===== config.mk =====
export PLATFORM = sky130hd
export DESIGN_NAME = graph_dfs_bfs_order
export DESIGN_NICKNAME = d
export VERILOG_FILES = /design/src/gdbo_pkg.sv /design/src/graph_dfs_bfs_order.sv
export SDC_FILE = /design/constraint.sdc
export NUM_CORES = 2
export LEC_CHECK = 0
export ABC_AREA = 1
export ABC_CLOCK_PERIOD_IN_PS = 9600
export BUFFER_PORTS_ARGS = -buffer_cell sky130_fd_sc_hd__clkbuf_2
export CAP_MARGIN = 10
export CORE_MARGIN = 1
export CORE_UTILIZATION = 45
export DETAILED_ROUTE_END_ITERATION = 12
export PLACE_DENSITY = 0.57
export SLEW_MARGIN = 20
export SYNTH_ARGS = -nofsm -noshare
export SYNTH_HDL_FRONTEND = slang
export SYNTH_SLANG_ARGS = --single-unit
export TNS_END_PERCENT = 5

===== constraint.sdc =====
create_clock -name clk -period 9.6 [get_ports clk]
set_clock_uncertainty 0.15 [all_clocks]
set_input_delay 1.92 -clock clk [delete_from_list [all_inputs] [get_ports clk]]
set_output_delay 1.92 -clock clk [all_outputs]
set_load 0.01 [all_outputs]

===== src/gdbo_pkg.sv =====
`timescale 1ns / 1ps
`default_nettype none
package gdbo_pkg;
    typedef enum logic [1:0] {
        ACT_CLEAR    = 2'd0,
        ACT_ADD      = 2'd1,
        ACT_TRAVERSE = 2'd2,
        ACT_NONE     = 2'd3
    } action_t;

    typedef enum logic [3:0] {
        ST_IDLE,
        ST_CLEAR,
        ST_ADD_B,
        ST_DFS_TOP,
        ST_DFS_ROW,
        ST_DFS_SCAN,
        ST_BFS_POP,
        ST_BFS_ROW,
        ST_BFS_SCAN,
        ST_OUT_WAIT
    } state_t;

    localparam int ROW_W = 32;
    localparam int IDX_W = 5;
    localparam int VTX_W = 6;
endpackage
`default_nettype wire


===== src/graph_dfs_bfs_order.sv =====
// clear: one adjacency row per cycle; add: read-modify-write of both rows
// traverse: a read of the stack top and its row per stack visit, a push per depth-first
// vertex found, then a read of the queue head and its row per queue entry, an enqueue per
// new neighbor breadth-first; a stalled result holds the walk
// one item at a time: the input is stalled until the current item is done
// reset clears control state, then a pass over every row clears the adjacency rows (input stalled)
`timescale 1ns / 1ps
`default_nettype none
module graph_dfs_bfs_order #(
    parameter int MAX_VERTICES = 32
) (
    input  wire logic       clk,
    input  wire logic       rst_n,
    input  wire logic       in_valid,
    output logic            in_stall,
    input  wire logic [1:0] action,
    input  wire logic [5:0] end_a,
    input  wire logic [5:0] end_b,
    input  wire logic [5:0] start_vertex,
    output logic            out_valid,
    input  wire logic       out_stall,
    output logic [5:0]      vertex,
    output logic            order_kind,
    output logic            last_of_run
);
    import gdbo_pkg::*;

    localparam logic [VTX_W-1:0] NV = VTX_W'(MAX_VERTICES);

    logic [ROW_W-1:0] adj_mem [ROW_W];
    logic [ROW_W-1:0] rd_data;
    logic [IDX_W-1:0] rd_addr;
    logic             wr_en;
    logic [IDX_W-1:0] wr_addr;
    logic [ROW_W-1:0] wr_data;

    logic [IDX_W-1:0] stk_v [ROW_W];
    logic [VTX_W-1:0] stk_n [ROW_W];
    logic [IDX_W-1:0] que [ROW_W];
    logic [IDX_W-1:0] stk_rd_v;
    logic [VTX_W-1:0] stk_rd_n;
    logic [IDX_W-1:0] que_rd;

    state_t state_reg, state_next, ret_reg, ret_next;
    logic [IDX_W-1:0] cnt_reg, cnt_next;
    logic [IDX_W-1:0] a_reg, a_next, b_reg, b_next;
    logic [ROW_W-1:0] seen_reg, seen_next;
    logic [VTX_W-1:0] top_reg, top_next;
    logic [VTX_W-1:0] head_reg, head_next, tail_reg, tail_next;
    logic [IDX_W-1:0] cur_v_reg, cur_v_next;
    logic [VTX_W-1:0] cur_n_reg, cur_n_next;
    logic [ROW_W-1:0] row_reg, row_next;
    logic             ov_reg, ov_next;
    logic [IDX_W-1:0] ovx_reg, ovx_next;
    logic             ok_reg, ok_next, ol_reg, ol_next;

    logic             stk_we, que_we;
    logic [IDX_W-1:0] stk_wa, que_wa;
    logic [IDX_W-1:0] stk_wv, que_wv;
    logic [VTX_W-1:0] stk_wn;
    logic [IDX_W-1:0] stk_ra;
    logic [ROW_W-1:0] cand, cand_lo, fresh, vmask;
    logic [IDX_W-1:0] first_idx;
    logic             found;
    logic             busy_out;

    always_ff @(posedge clk)
    begin
        if (wr_en)
        begin
            adj_mem[wr_addr] <= wr_data;
        end
        rd_data <= adj_mem[rd_addr];
    end

    always_ff @(posedge clk)
    begin
        if (stk_we)
        begin
            stk_v[stk_wa] <= stk_wv;
            stk_n[stk_wa] <= stk_wn;
        end
        if (que_we)
        begin
            que[que_wa] <= que_wv;
        end
        stk_rd_v <= stk_v[stk_ra];
        stk_rd_n <= stk_n[stk_ra];
        que_rd   <= que[head_reg[IDX_W-1:0]];
    end

    always_comb
    begin
        for (int i = 0; i < ROW_W; i++)
        begin
            vmask[i] = (i < MAX_VERTICES);
        end
    end

    // lowest candidate at or above the current neighbor index
    always_comb
    begin
        cand = row_reg & ~seen_reg & vmask;
        for (int i = 0; i < ROW_W; i++)
        begin
            cand_lo[i] = cand[i] && (VTX_W'(i) >= cur_n_reg);
        end
        found     = |cand_lo;
        first_idx = '0;
        for (int i = ROW_W - 1; i >= 0; i--)
        begin
            if (cand_lo[i])
            begin
                first_idx = IDX_W'(i);
            end
        end
        fresh = cand;
    end

    assign busy_out = ov_reg && out_stall;
    assign stk_ra   = top_reg[IDX_W-1:0] - 1'b1;

    always_ff @(posedge clk or negedge rst_n)
    begin
        if (!rst_n)
        begin
            state_reg <= ST_CLEAR;
            ret_reg   <= ST_IDLE;
            cnt_reg   <= '0;
            top_reg   <= '0;
            head_reg  <= '0;
            tail_reg  <= '0;
            ov_reg    <= 1'b0;
        end
        else
        begin
            state_reg <= state_next;
            ret_reg   <= ret_next;
            cnt_reg   <= cnt_next;
            top_reg   <= top_next;
            head_reg  <= head_next;
            tail_reg  <= tail_next;
            ov_reg    <= ov_next;
        end
    end

    always_ff @(posedge clk)
    begin
        a_reg     <= a_next;
        b_reg     <= b_next;
        seen_reg  <= seen_next;
        cur_v_reg <= cur_v_next;
        cur_n_reg <= cur_n_next;
        row_reg   <= row_next;
        ovx_reg   <= ovx_next;
        ok_reg    <= ok_next;
        ol_reg    <= ol_next;
    end

    always_comb
    begin
        logic [IDX_W-1:0] t;
        logic [VTX_W-1:0] nt;
        state_next = state_reg;
        ret_next   = ret_reg;
        cnt_next   = cnt_reg;
        a_next     = a_reg;
        b_next     = b_reg;
        seen_next  = seen_reg;
        top_next   = top_reg;
        head_next  = head_reg;
        tail_next  = tail_reg;
        cur_v_next = cur_v_reg;
        cur_n_next = cur_n_reg;
        row_next   = row_reg;
        ov_next    = ov_reg && out_stall;
        ovx_next   = ovx_reg;
        ok_next    = ok_reg;
        ol_next    = ol_reg;
        rd_addr    = cur_v_reg;
        wr_en      = 1'b0;
        wr_addr    = a_reg;
        wr_data    = '0;
        stk_we     = 1'b0;
        stk_wa     = '0;
        stk_wv     = '0;
        stk_wn     = '0;
        que_we     = 1'b0;
        que_wa     = '0;
        que_wv     = '0;
        in_stall   = 1'b1;
        t          = top_reg[IDX_W-1:0] - 1'b1;
        nt         = VTX_W'(first_idx) + 1'b1;

        unique case (state_reg)
            ST_IDLE:
            begin
                in_stall = busy_out;
                if (in_valid && !busy_out)
                begin
                    unique case (action_t'(action))
                        ACT_CLEAR:
                        begin
                            cnt_next   = '0;
                            state_next = ST_CLEAR;
                        end
                        ACT_ADD:
                        begin
                            if (end_a >= 6'd1 && end_a <= NV && end_b >= 6'd1 && end_b <= NV)
                            begin
                                a_next     = IDX_W'(end_a - 6'd1);
                                b_next     = IDX_W'(end_b - 6'd1);
                                rd_addr    = IDX_W'(end_a - 6'd1);
                                state_next = ST_ADD_B;
                                cnt_next   = '0;
                            end
                        end
                        ACT_TRAVERSE:
                        begin
                            head_next = '0;
                            tail_next = '0;
                            top_next  = '0;
                            seen_next = '0;
                            if (start_vertex >= 6'd1 && start_vertex <= NV)
                            begin
                                a_next     = IDX_W'(start_vertex - 6'd1);
                                seen_next  = ROW_W'(1) << (start_vertex - 6'd1);
                                stk_we     = 1'b1;
                                stk_wa     = '0;
                                stk_wv     = IDX_W'(start_vertex - 6'd1);
                                stk_wn     = '0;
                                top_next   = 6'd1;
                                ov_next    = 1'b1;
                                ovx_next   = IDX_W'(start_vertex - 6'd1);
                                ok_next    = 1'b0;
                                ol_next    = 1'b0;
                                state_next = ST_DFS_TOP;
                            end
                        end
                        default:
                        begin
                        end
                    endcase
                end
            end
            ST_CLEAR:
            begin
                wr_en    = 1'b1;
                wr_addr  = cnt_reg;
                wr_data  = '0;
                cnt_next = cnt_reg + 1'b1;
                if (cnt_reg == IDX_W'(ROW_W - 1))
                begin
                    state_next = ST_IDLE;
                end
            end
            ST_ADD_B:
            begin
                // two passes: row a then row b, each read then written
                if (cnt_reg == '0)
                begin
                    wr_en    = 1'b1;
                    wr_addr  = a_reg;
                    wr_data  = rd_data | (ROW_W'(1) << b_reg);
                    rd_addr  = b_reg;
                    cnt_next = 5'd1;
                end
                else
                begin
                    wr_en      = 1'b1;
                    wr_addr    = b_reg;
                    wr_data    = (a_reg == b_reg) ? (rd_data | (ROW_W'(1) << b_reg))
                                                  : (rd_data | (ROW_W'(1) << a_reg));
                    state_next = ST_IDLE;
                end
            end
            ST_DFS_TOP:
            begin
                if (top_reg == '0)
                begin
                    seen_next  = ROW_W'(1) << a_reg;
                    que_we     = 1'b1;
                    que_wa     = '0;
                    que_wv     = a_reg;
                    tail_next  = 6'd1;
                    head_next  = '0;
                    state_next = ST_BFS_POP;
                end
                else
                begin
                    state_next = ST_DFS_ROW;
                end
            end
            ST_DFS_ROW:
            begin
                cur_v_next = stk_rd_v;
                cur_n_next = stk_rd_n;
                rd_addr    = stk_rd_v;
                state_next = ST_DFS_SCAN;
                ret_next   = ST_DFS_SCAN;
            end
            ST_DFS_SCAN:
            begin
                if (ret_reg == ST_DFS_SCAN)
                begin
                    row_next = rd_data;
                    ret_next = ST_IDLE;
                end
                else if (!found)
                begin
                    top_next   = top_reg - 1'b1;
                    state_next = ST_DFS_TOP;
                end
                else if (!busy_out)
                begin
                    stk_we     = 1'b1;
                    stk_wa     = t;
                    stk_wv     = cur_v_reg;
                    stk_wn     = nt;
                    state_next = ST_OUT_WAIT;
                    seen_next  = seen_reg | (ROW_W'(1) << first_idx);
                    ov_next    = 1'b1;
                    ovx_next   = first_idx;
                    ok_next    = 1'b0;
                    ol_next    = 1'b0;
                    cur_v_next = first_idx;
                    cur_n_next = '0;
                    if (top_reg < 6'd32)
                    begin
                        top_next = top_reg + 1'b1;
                    end
                end
            end
            ST_OUT_WAIT:
            begin
                // push of the new vertex onto the stack
                stk_we     = 1'b1;
                stk_wa     = t;
                stk_wv     = cur_v_reg;
                stk_wn     = '0;
                state_next = ST_DFS_TOP;
            end
            ST_BFS_POP:
            begin
                if (head_reg >= tail_reg)
                begin
                    state_next = ST_IDLE;
                end
                else
                begin
                    head_next  = head_reg + 1'b1;
                    state_next = ST_BFS_ROW;
                end
            end
            ST_BFS_ROW:
            begin
                cur_v_next = que_rd;
                rd_addr    = que_rd;
                ret_next   = ST_BFS_SCAN;
                state_next = ST_BFS_SCAN;
                cur_n_next = '0;
            end
            ST_BFS_SCAN:
            begin
                if (ret_reg == ST_BFS_SCAN)
                begin
                    row_next = rd_data;
                    ret_next = ST_IDLE;
                end
                else if (found && !fresh[cur_n_reg[IDX_W-1:0]])
                begin
                    cur_n_next = VTX_W'(first_idx);
                end
                else if (found)
                begin
                    seen_next  = seen_reg | (ROW_W'(1) << first_idx);
                    if (tail_reg < 6'd32)
                    begin
                        que_we    = 1'b1;
                        que_wa    = tail_reg[IDX_W-1:0];
                        que_wv    = first_idx;
                        tail_next = tail_reg + 1'b1;
                    end
                    cur_n_next = nt;
                end
                else if (!busy_out)
                begin
                    ov_next    = 1'b1;
                    ovx_next   = cur_v_reg;
                    ok_next    = 1'b1;
                    ol_next    = (head_reg >= tail_reg);
                    state_next = ST_BFS_POP;
                end
            end
            default:
            begin
                state_next = ST_IDLE;
            end
        endcase
    end

    assign out_valid   = ov_reg;
    assign vertex      = VTX_W'(ovx_reg) + 6'd1;
    assign order_kind  = ok_reg;
    assign last_of_run = ol_reg;
endmodule
`default_nettype wire


======== Yosys cells after proc, flatten, opt, wreduce, memory -nomap -nowiden ========
Memories as Yosys holds them, arrays and structs flattened. A register that Yosys moved wholly into a read port is not among the register bits.
Cells that the tools add are included.
word-level totals
  register bits after elaboration ......... 124
  memory bits (writable) .................. 1536
  input port bits ......................... 24
  output and inout port bits .............. 10
  logic and storage cells ................. 389
  memories kept ........................... 4
memories
  memory   depth  bits a word  rd ports  clocked after memory_dff  write ports  line                       source
  adj_mem  32     32           1         1                         1            graph_dfs_bfs_order.sv:30  logic [ROW_W-1:0] adj_mem [ROW_W];
  stk_n    32     6            1         1                         1            graph_dfs_bfs_order.sv:38  logic [VTX_W-1:0] stk_n [ROW_W];
  que      32     5            1         1                         1            graph_dfs_bfs_order.sv:39  logic [IDX_W-1:0] que [ROW_W];
  stk_v    32     5            1         1                         1            graph_dfs_bfs_order.sv:37  logic [IDX_W-1:0] stk_v [ROW_W];
operators by class
  add/subtract/negate cells ............... 11
  magnitude comparators ................... 42
  equal/unequal tests ..................... 43
  shift-type cells ........................ 4
  muxes and demuxes ....................... 194
  bitwise logic cells ..................... 5
  reductions and logical operators ........ 70
operators by type and width
  kind                                                              count
  two-way mux 32 bit                                                15
  two-way mux 5 bit                                                 70
  two-way mux 6 bit                                                 25
  one-hot mux 32 bit (4 select lines)                               1
  greater-or-equal comparator 5 x 6 -> 1 bit, first input constant  16
  OR 32 bit                                                         3
  << shifter 1 x 5 -> 32 bit, first input constant                  3
  one-hot mux 32 bit (2 select lines)                               1
  one-hot mux 5 bit (3 select lines)                                4
  two-way mux 4 bit                                                 14
  one-hot mux 5 bit (2 select lines)                                5
  greater-or-equal comparator 4 x 6 -> 1 bit, first input constant  8
  two-way mux 1 bit                                                 43
  != test 2 bit, second input constant                              20
  one-hot mux 4 bit (10 select lines)                               1
  logical AND 1 bit                                                 39
  one-hot mux 6 bit (3 select lines)                                2
  bitwise AND 32 bit                                                1
  NOT 32 bit                                                        1
  OR reduction 32 bit                                               1
  << shifter 1 x 6 -> 32 bit, first input constant                  1
  greater-or-equal comparator 3 x 6 -> 1 bit, first input constant  4
  one-hot mux 6 bit (4 select lines)                                1
  equality test 4 x 3 -> 1 bit, second input constant               5
  49 further kinds                                                  85

======== Depth between registers and ports, before layout ========
  depth in word-level cells ............... 41
  depth in mapped cells ................... 43
  gate-level depth less buffers ........... 43

======== Least setup slack after synthesis ========
OpenSTA, ideal clock, no wires.
  kind .................................... input to register
  from .................................... input action[0]
  to ...................................... register seen_reg[0], enable pin
  library setup time ...................... 0.594 ns
  arrival time ............................ 7.902 ns
  required time ........................... 8.856 ns
  path slack .............................. 0.954 ns
  stages on the path ...................... 7
  path buffers ............................ 1
  cell sequence ........................... inv_1 > ha_1 > clkbuf_1 > nor2_1 > a211oi_1 > o21ai_2 > a2111oi_0
on the way
  word-level cells in the longest chain between the ends .. 3
ends and longest elaborated chain
  what                              line                        source
  from (decl)                       graph_dfs_bfs_order.sv:16   input wire logic [1:0] action,
  equality test 2 bit               graph_dfs_bfs_order.sv:201  unique case (action_t'(action))
  != test 2 x 1 -> 1 bit (no line)  n/a
  AND reduction 10 bit (no line)    n/a
  to (signal assigned)              graph_dfs_bfs_order.sv:151  seen_reg <= seen_next;
  to (decl)                         graph_dfs_bfs_order.sv:47   logic [ROW_W-1:0] seen_reg, seen_next;
No other way between the ends.
A chain may end at the register's enable or synchronous reset.

======== Worst setup path after layout ========
  from .................................... register cnt_reg[0]
  to ...................................... memory adj_mem[13][20], enable pin
on the way
  word-level cells in the longest chain between the ends .. 3
ends and longest elaborated chain
  what                                  line                        source
  from (decl)                           graph_dfs_bfs_order.sv:45   logic [IDX_W-1:0] cnt_reg, cnt_next;
  from (signal assigned)                graph_dfs_bfs_order.sv:139  cnt_reg <= cnt_next;
  zero test 5 bit                       graph_dfs_bfs_order.sv:260  if (cnt_reg == '0)
  two-way mux 5 bit                     graph_dfs_bfs_order.sv:260
  one-hot mux 5 bit (2 select lines) *  graph_dfs_bfs_order.sv:195  unique case (state_reg)
  to (decl)                             graph_dfs_bfs_order.sv:30
Mark *: on every way between the ends. The rest lies on a longest branch, timed or not.

==> results.toml <==
[min_path]
min_from = "head_reg[5]"
holdPathEnd = "head_reg[5]"
hold_depth = 1
hold_class = "reg2reg"

[pwr]
leakagePower_nw = 26.7
peakVddDrop_mv = 0.296
pwr_density_cell_nw_per_um2 = 342
power.total_w = 0.0273

[routing]
ant_nets = 0
first_iter_violations = 4877
dr_total_vias = 45900
drcViolationCount = 0
post_drt_wl_per_cell_um = 26.5
totalWireLength_mm = 202
via_per_inst = 6.02
firstDrtPassIters = 6

[synthesis]
yosysMostFrequentCell = "edfxtp_1"
synth.cell_area_um2 = 70500
synth_compound_area_frac = 0.124
netlist_top_cells_count = "edfxtp_1, nor2_1, o21ai_0, nand2_1, o221ai_1"
synth_mux_area_frac = 0.0313
synth_xor_xnor_area_share = 0.00236
synth-simple-area-share = 0.0868
yosysSeqAreaShare = 0.717
syn_area_per_cell_um2 = 13.1
syn-num-nets = 5464
synth-adder-area-share = 0.00703
ys_types = 62
synth_top_family_by_area = "compound AO/OA/AOI/OAI gates"
synth_top_cell_by_area = "edfxtp_1"
synth.area.top_cells = "edfxtp_1, nor2_1, o21ai_0"
ys_ff_latch = 1706
synth_edf_count = 1628
yosys_warnings = 0
synth_top_area_frac = 0.693
synth_async_sr_flop_share = 0.0176
synthCells = 5401
synth_ff_type = "edfxtp_1"

[global_routing]
antenna_found_initial = 2
grt_start_max_net_pins = 213
grtUsageTotal = 0.253
grt_pass1_wl_mm = 295
gr-total-overflow = 0
grt_pass1_vias = 43800

[place]
port_buffers = 33
post-place-cells = 7285
hpwlAfterDp_mm = 115
placed_area_um2 = 74000
gp_congestion = 0.938

[floorplan]
io_pins = 34
initial_core_util = 0.456
row_count = 144
die_y_um = 398
dieArea_um2 = 158000
die_w_um = 398
core_um2 = 155000

[sta]
slew_violations = 0
rsz0062_at_grt = "false"
fmax_mhz = 171
final.setup.tns_ns = 0
setup_viol = 0
finalCritPeriodShare = 0.608
worstMarginPinSlew_ns = 1.13
hold_viol = 0
min_period_ns = 5.84
maxSlewHeadroom = 0.241

[layout]
finalNetCount = 5483
reg_top3 = "adj_mem (1024), stk_n (192)"
largest_register = "adj_mem"
instances_no_fill = 7616
drive_above_1_share = 0.108
synthToLayoutAreaGrowth_pct = 13.3
fin_area_um2 = 79900
largest_register_ffs = 1024

[critical_path]
crit_arrival_ns = 6.12
required_ns = 9.88
worstPathMaxFanout = 50
r2r_slack_ns = 3.76
crit_path_end_kind = "flop"
startpoint_type = "flop"
reg2reg_depth = 13
rr_startpoint = "cnt_reg[0]"
critical_path_class = "reg2reg"
rr_endpoint = "adj_mem[13][20]"

[cts]
cts_made_buffers = 177
cts_root_buf = "clkbuf_16"
path_clk_slew_ns = 0.06
cts_tree = "yes"
hold_buffers = 0
cts_max_level = 4
worstSkewPairLatency_ns = 0.83
clock-sinks = 1706
clk_path_buf_depth = 3
post_cts_resized = 0
postCtsSetupBuffers = 0

[run]
max-cap-violations = 0

[status]
status = "completed"
==> metal layers <==
metal / track usage / part of all wire / vias to the layer above
met5: 0 / 0.000084 / -
met4: 0.0863 / 0.032 / 2
met3: 0.0385 / 0.073 / 369
met2: 0.390 / 0.46 / 1868
met1: 0.367 / 0.44 / 23100
li1: - / - / 20500
==> layout by cell type (no fill, tap or decap), types with 9 or more instances in the layout <==
cell type / instances
inv_1: 191
clkbuf_8: 12
clkbuf_2: 33
clkinv_2: 30
clkinv_1: 36
a21oi_1: 35
xor2_1: 12
nor2_4: 35
bufinv_16: 15
dfxtp_1: 48
o22ai_1: 89
o221ai_1: 280
clkbuf_16: 180
nor2_1: 846
nand3_1: 186
nand2_1: 306
a31oi_1: 87
a211oi_1: 9
a311oi_4: 18
clkbuf_1: 47
edfxtp_1: 1628
o32ai_1: 38
o2111ai_1: 9
a221oi_1: 11
o211ai_1: 85
ha_1: 37
o21ai_0: 618
nor3_2: 9
nand4_1: 13
o21ai_1: 27
dfrtp_1: 27
inv_2: 26
nor2_2: 19
mux2i_1: 218
nor3_1: 46
buf_4: 131
==> logic make-up (layout without fill, tap and decap cells) <==
family                     count (synthesis)  count (layout)
AOI/OAI and AO/OA                       1355            1355
buffers and inverters                    568             738
xor gates and xnor gates                  19              19
and+or+nand+nor                         1494            1494
adders and majority gates                 39              39
muxes                                    220             220
other                                      0               1
DFF                                     1706            1706
==> worst max path at each step <==
| stage | startpoint | end | slack, ns | cells past startpoint |
|---|---|---|---|---|
| 3_5_place_dp | end_a[0] | rd_data[1] | 2.89 | 21 |
| 6_report | cnt_reg[0] | adj_mem[13][20] | 3.76 | 13 |
| 2_1_floorplan | action[0] | seen_reg[0] | 0.95 | 7 |
| 3_3_place_gp | end_a[0] | rd_data[1] | 2.88 | 21 |
| 4_1_cts | end_a[0] | rd_data[1] | 3.80 | 21 |
| 5_1_grt | end_a[0] | rd_data[1] | 3.46 | 21 |
==> power breakdown <==
part | leakage (nW) | switching (W) | internal [W] | total (W)
clock network | 2.86 | 0.00295 | 0.00398 | 0.00693
logic | 8.07 | 0.00781 | 0.00308 | 0.0109
registers | 15.7 | 0.000363 | 0.00916 | 0.00952
==> worst max-delay path: stages, from the launching register on <==
cell     delay (ns)
dfrtp_1        0.37
inv_1          0.10
ha_1           0.20
and3_1         0.18
buf_4          0.22
inv_2          0.07
buf_4          0.65
nor2_1         0.42
inv_1          0.26
o21ai_0        0.21
a21oi_1        0.54
nand2_1        0.63
nor2_4         0.81
buf_4          0.61
==> metrics by stage <==
step / setup WS [ns] / util / hold slack [ns]
after floorplan: 0.954 / - / 0.258
after global placement: 2.88 / 0.478 / 0.312
after detailed placement: 2.89 / 0.478 / 0.318
after CTS: 3.80 / 0.516 / 0.331
after global routing: 3.46 / 0.516 / 0.350
final: 3.76 / 0.516 / 0.333
==> area by class of cell <==
class	instances	area, µm²
clock inverter	91	1050
fill	13000	74900
sequential	1706	50600
timing repair buffer	176	1350
multi-input combinational	3127	18600
antenna	1	2.50
tap	2044	2560
inverter	232	891
clock buffer	239	4850
Note: power is estimated with default switching activity, not from simulation.
